==> src/hdl/cms_ram.sv <==
module cms_ram #(
  parameter int WIDTH = 8,
  parameter int DEPTH = 256
) (
  input  logic                     clk,
  input  logic                     we,
  input  logic [$clog2(DEPTH)-1:0] addr,
  input  logic [WIDTH-1:0]         wdata,
  output logic [WIDTH-1:0]         rdata
);

  logic [WIDTH-1:0] mem [DEPTH];

  // single port, registered read every cycle, the old word during a write
  always_ff @(posedge clk) begin
    if (we) begin
      mem[addr] <= wdata;
    end
    rdata <= mem[addr];
  end

endmodule

==> config.mk <==
export PLATFORM = sky130hd
export DESIGN_NAME = cms_ram
export DESIGN_NICKNAME = d
export VERILOG_FILES = /design/src/hdl/cms_ram.sv
export SDC_FILE = /design/constraint.sdc
export NUM_CORES = 2
export LEC_CHECK = 0
export BUFFER_PORTS_ARGS = -buffer_cell sky130_fd_sc_hd__buf_2
export CORE_MARGIN = 5
export CORE_UTILIZATION = 35
export DETAILED_ROUTE_END_ITERATION = 16
export HOLD_SLACK_MARGIN = 0.15
export PLACE_DENSITY = 0.51
export SLEW_MARGIN = 10
export SYNTH_ARGS = -nofsm -noshare
export SYNTH_HDL_FRONTEND = slang
export SYNTH_SLANG_ARGS = --single-unit
==> constraint.sdc <==
create_clock -name clk -period 2.6 [get_ports clk]
set_clock_uncertainty 0.2 [all_clocks]
set_input_delay 0.13 -clock clk [delete_from_list [all_inputs] [get_ports clk]]
set_output_delay 0.13 -clock clk [all_outputs]
set_load 0.02 [all_outputs]
==> flow_metrics.py <==
metrics = {
    "run_status": {
        "outcome": "complete, but fails checks",
        "violations": "negative setup slack",
    },
    "critical_path": {
        "required_ps": 3180,
        "arrival_ps": 3270,
        "crit_path_end": "rdata[6]$_DFF_P_",
        "startpoint_type": "primary input",
        "crit_type": "primary input to flip-flop",
        "endpoint_kind": "flip-flop",
        "reg2regPathDepth": 5,
        "startpoint": "addr[2]",
        "worst-path-max-fanout": 26,
        "reg2reg_from": "mem[107][2]$_DFFE_PP_",
        "r2r_end": "rdata[2]$_DFF_P_",
        "regToRegSetupSlack_ps": 60,
    },
    "yosys": {
        "yosysMostFrequentCell": "edfxtp_1",
        "seq_area_frac_synth_pct": 78.6,
        "synth.top_cell.area_share_pct": 78.3,
        "synthDistinctLibCells": 22,
        "syn-cell-area_um2": 78500,
        "synth_warnings": 0,
        "ys_ff_latch": 2056,
        "ys_async_sr_fraction_pct": 0,
        "syn_avg_cell_area_um2": 22.1,
        "synth_top_area_cell": "edfxtp_1",
        "synthCells": 3547,
        "syn-num-nets": 3565,
        "synth_ff_type": "edfxtp_1",
        "synthTopCellsByArea": "edfxtp_1, mux4_2, a22oi_1",
        "synth_common_cells": "edfxtp_1, mux4_2, a22oi_1, nor2_1, clkbuf_1",
        "synth_edf_count": 2048,
    },
    "sta": {
        "final_hold_viol_count": 0,
        "max_slew_margin_pct": 30.4,
        "worstMarginPinSlew_ps": 1040,
        "fmax_mhz": 372,
        "finalSetupViolations": 1,
        "fin_crit_sh_pct": 103,
        "fin_crit_ps": 2690,
        "worst_slack_ps": -86.0,
        "setup_tns_ps": -86.0,
        "drv_slew": 0,
    },
    "detailed_routing": {
        "drt-wirelength-per-cell_um": 28.5,
        "drtIter0Drc": 3519,
        "drtAntennaViolNets": 0,
        "drcViolationCount": 0,
        "via_count": 39048,
        "viasPerCell": 5.26,
        "wl_mm": 211,
        "drt-pass1-iter-count": 7,
    },
    "clock_network": {
        "cts_max_level": 4,
        "clock_path_buffers": 3,
        "cts_buffers": 210,
        "clock_sinks": 2056,
        "clkSlewWorstSetupHoldPaths_ps": 60,
        "cts_tree": "done",
        "clock-root-buffer": "clkbuf_16",
        "clk_latency_ps": 850,
        "cts_setup_buffers": 0,
    },
    "grt": {
        "antenna_found_initial": 7,
        "grt.total_usage_pct": 17.8,
        "grt_max_degree": 160,
        "first_global_vias": 40390,
        "grtUsageMet3_pct": 2.79,
        "use_met1_pct": 25.5,
        "grt_use_met2_pct": 29.0,
        "grt.overflow.total": 0,
        "busiest_layer": "met2",
        "grt_pass1_wl_mm": 304,
    },
    "power": {
        "peakVddDrop_v": 0.000589,
        "power.density_nw_per_um2": 746,
        "p_total_mw": 71.0,
        "leakagePower_nw": 30.3,
    },
    "floorplanning": {
        "row_count": 173,
        "die_y_um": 484,
        "ios": 26,
        "initial_core_util_pct": 35.2,
        "design.die.area_um2": 234000,
        "core_area_um2": 223000,
        "fp.dieW_um": 484,
    },
    "placement": {
        "hpwl_mm": 136,
        "placed_cells": 6997,
        "placed_cell_area_um2": 87700,
        "gp_congestion": 0.788,
        "io_buffers": 25,
    },
    "worst_hold_path": {
        "hp-class": "primary input to flip-flop",
    },
    "final_layout": {
        "area_growth_pct": 21.3,
        "drive_above_1_share_pct": 35.6,
        "fin_area_um2": 95200,
        "nNetsFinal": 4277,
        "fin_util_pct": 42.8,
        "stdcell_count": 7420,
        "multi_input_area_um2": 16100,
        "fillers": 19189,
        "seq_area_um2": 61700,
    },
    "run": {
        "cap_viol_max_count": 0,
    },
}
## report_power, final
group          internal, mW  switching, mW
combinational          1.51           2.24
sequential             36.5         0.0651
clock                  17.8           12.8
## state kept, by name, summed over array words and instances (netlist names)
| signal | count |
|---|---|
| rdata | 8 |
| mem | 2048 |
## worst min path at each step
stage	start	endpoint	cells past startpoint
finish	wdata[5]	mem[193][5]$_DFFE_PP_	2
global route	wdata[5]	mem[193][5]$_DFFE_PP_	2
CTS	wdata[1]	mem[194][1]$_DFFE_PP_	3
detailed placement	wdata[4]	mem[146][4]$_DFFE_PP_	1
global placement	wdata[4]	mem[146][4]$_DFFE_PP_	1
floorplan	wdata[0]	mem[0][0]$_DFFE_PP_	0
## cells in the final DEF, fill, tap and decap left out, types with 4 or more instances in the layout
cell type      count
nor3_1            30
nand2_1           27
nand3_1            6
dfxtp_1            8
inv_16             5
clkbuf_1          42
nor2_1           231
clkinv_2          38
o41ai_1           11
nor2b_1            5
buf_4            596
bufinv_16         26
nand2b_1           4
a21oi_1          119
edfxtp_1        2048
buf_12            89
clkinvlp_4         6
buf_2             15
dlygate4sd3_1     21
buf_8             10
o41ai_2           15
clkbuf_8           6
nand3_2            7
o41ai_4            6
a22oi_2            8
mux4_2           512
nand4_1            8
diode_2            4
a22oi_1          248
clkbuf_16        213
clkinv_1          48
a21oi_2            9
## critical path, cell delays in order
cell and delay (ps):
dlygate4sd3_1 710, buf_2 270, nor2b_4 280, buf_12 290
buf_12 230, buf_4 170, a22oi_1 80, a21oi_1 790
o41ai_2 160, nand4_1 120
## routing by layer
layer | vias to the layer above | part of all wire [%]
li1 | 16538 | -
met1 | 21147 | 44
met2 | 1110 | 49
met3 | 253 | 5.7
met4 | 0 | 2.2
met5 | - | 0
## repair_timing
action,4_1_cts,5_1_grt
resized for setup,22,17
pin swaps,3,2
hold endpoints to repair,2961,0
hold buffers,25,0
endpoints found under the setup margin,7,8
## cell type report
| cell class | instances | share of cell area, % |
|---|---|---|
| sequential | 2056 | 64.8 |
| multi-input combinational | 1258 | 16.9 |
| timing repair buffer | 732 | 7.04 |
| clock buffer | 261 | 5.85 |
| tap | 2975 | 3.91 |
| clock inverter | 133 | 1.52 |
| antenna | 4 | 0.0105 |
| inverter | 1 | 0.00394 |
## cells by family (layout without fill, tap and decap cells)
kind of cell,after synthesis,count (layout),synth area share [%]
other,0,4,0
muxes,512,512,14.7
AOI/OAI and AO/OA,416,416,3.62
buffers and inverters,233,1127,1.40
and+or+nand+nor,330,330,1.73
DFF,2056,2056,78.6
## stage by stage
step | hold WS [ps] | worst slack, ps
floorplan | 28.9 | 51.3
global placement | 355 | -1260
detailed placement | 362 | -948
CTS | 166 | 8.36
global route | 169 | -10.8
finish | 179 | -86.0
(Power assumes the default switching activity.)
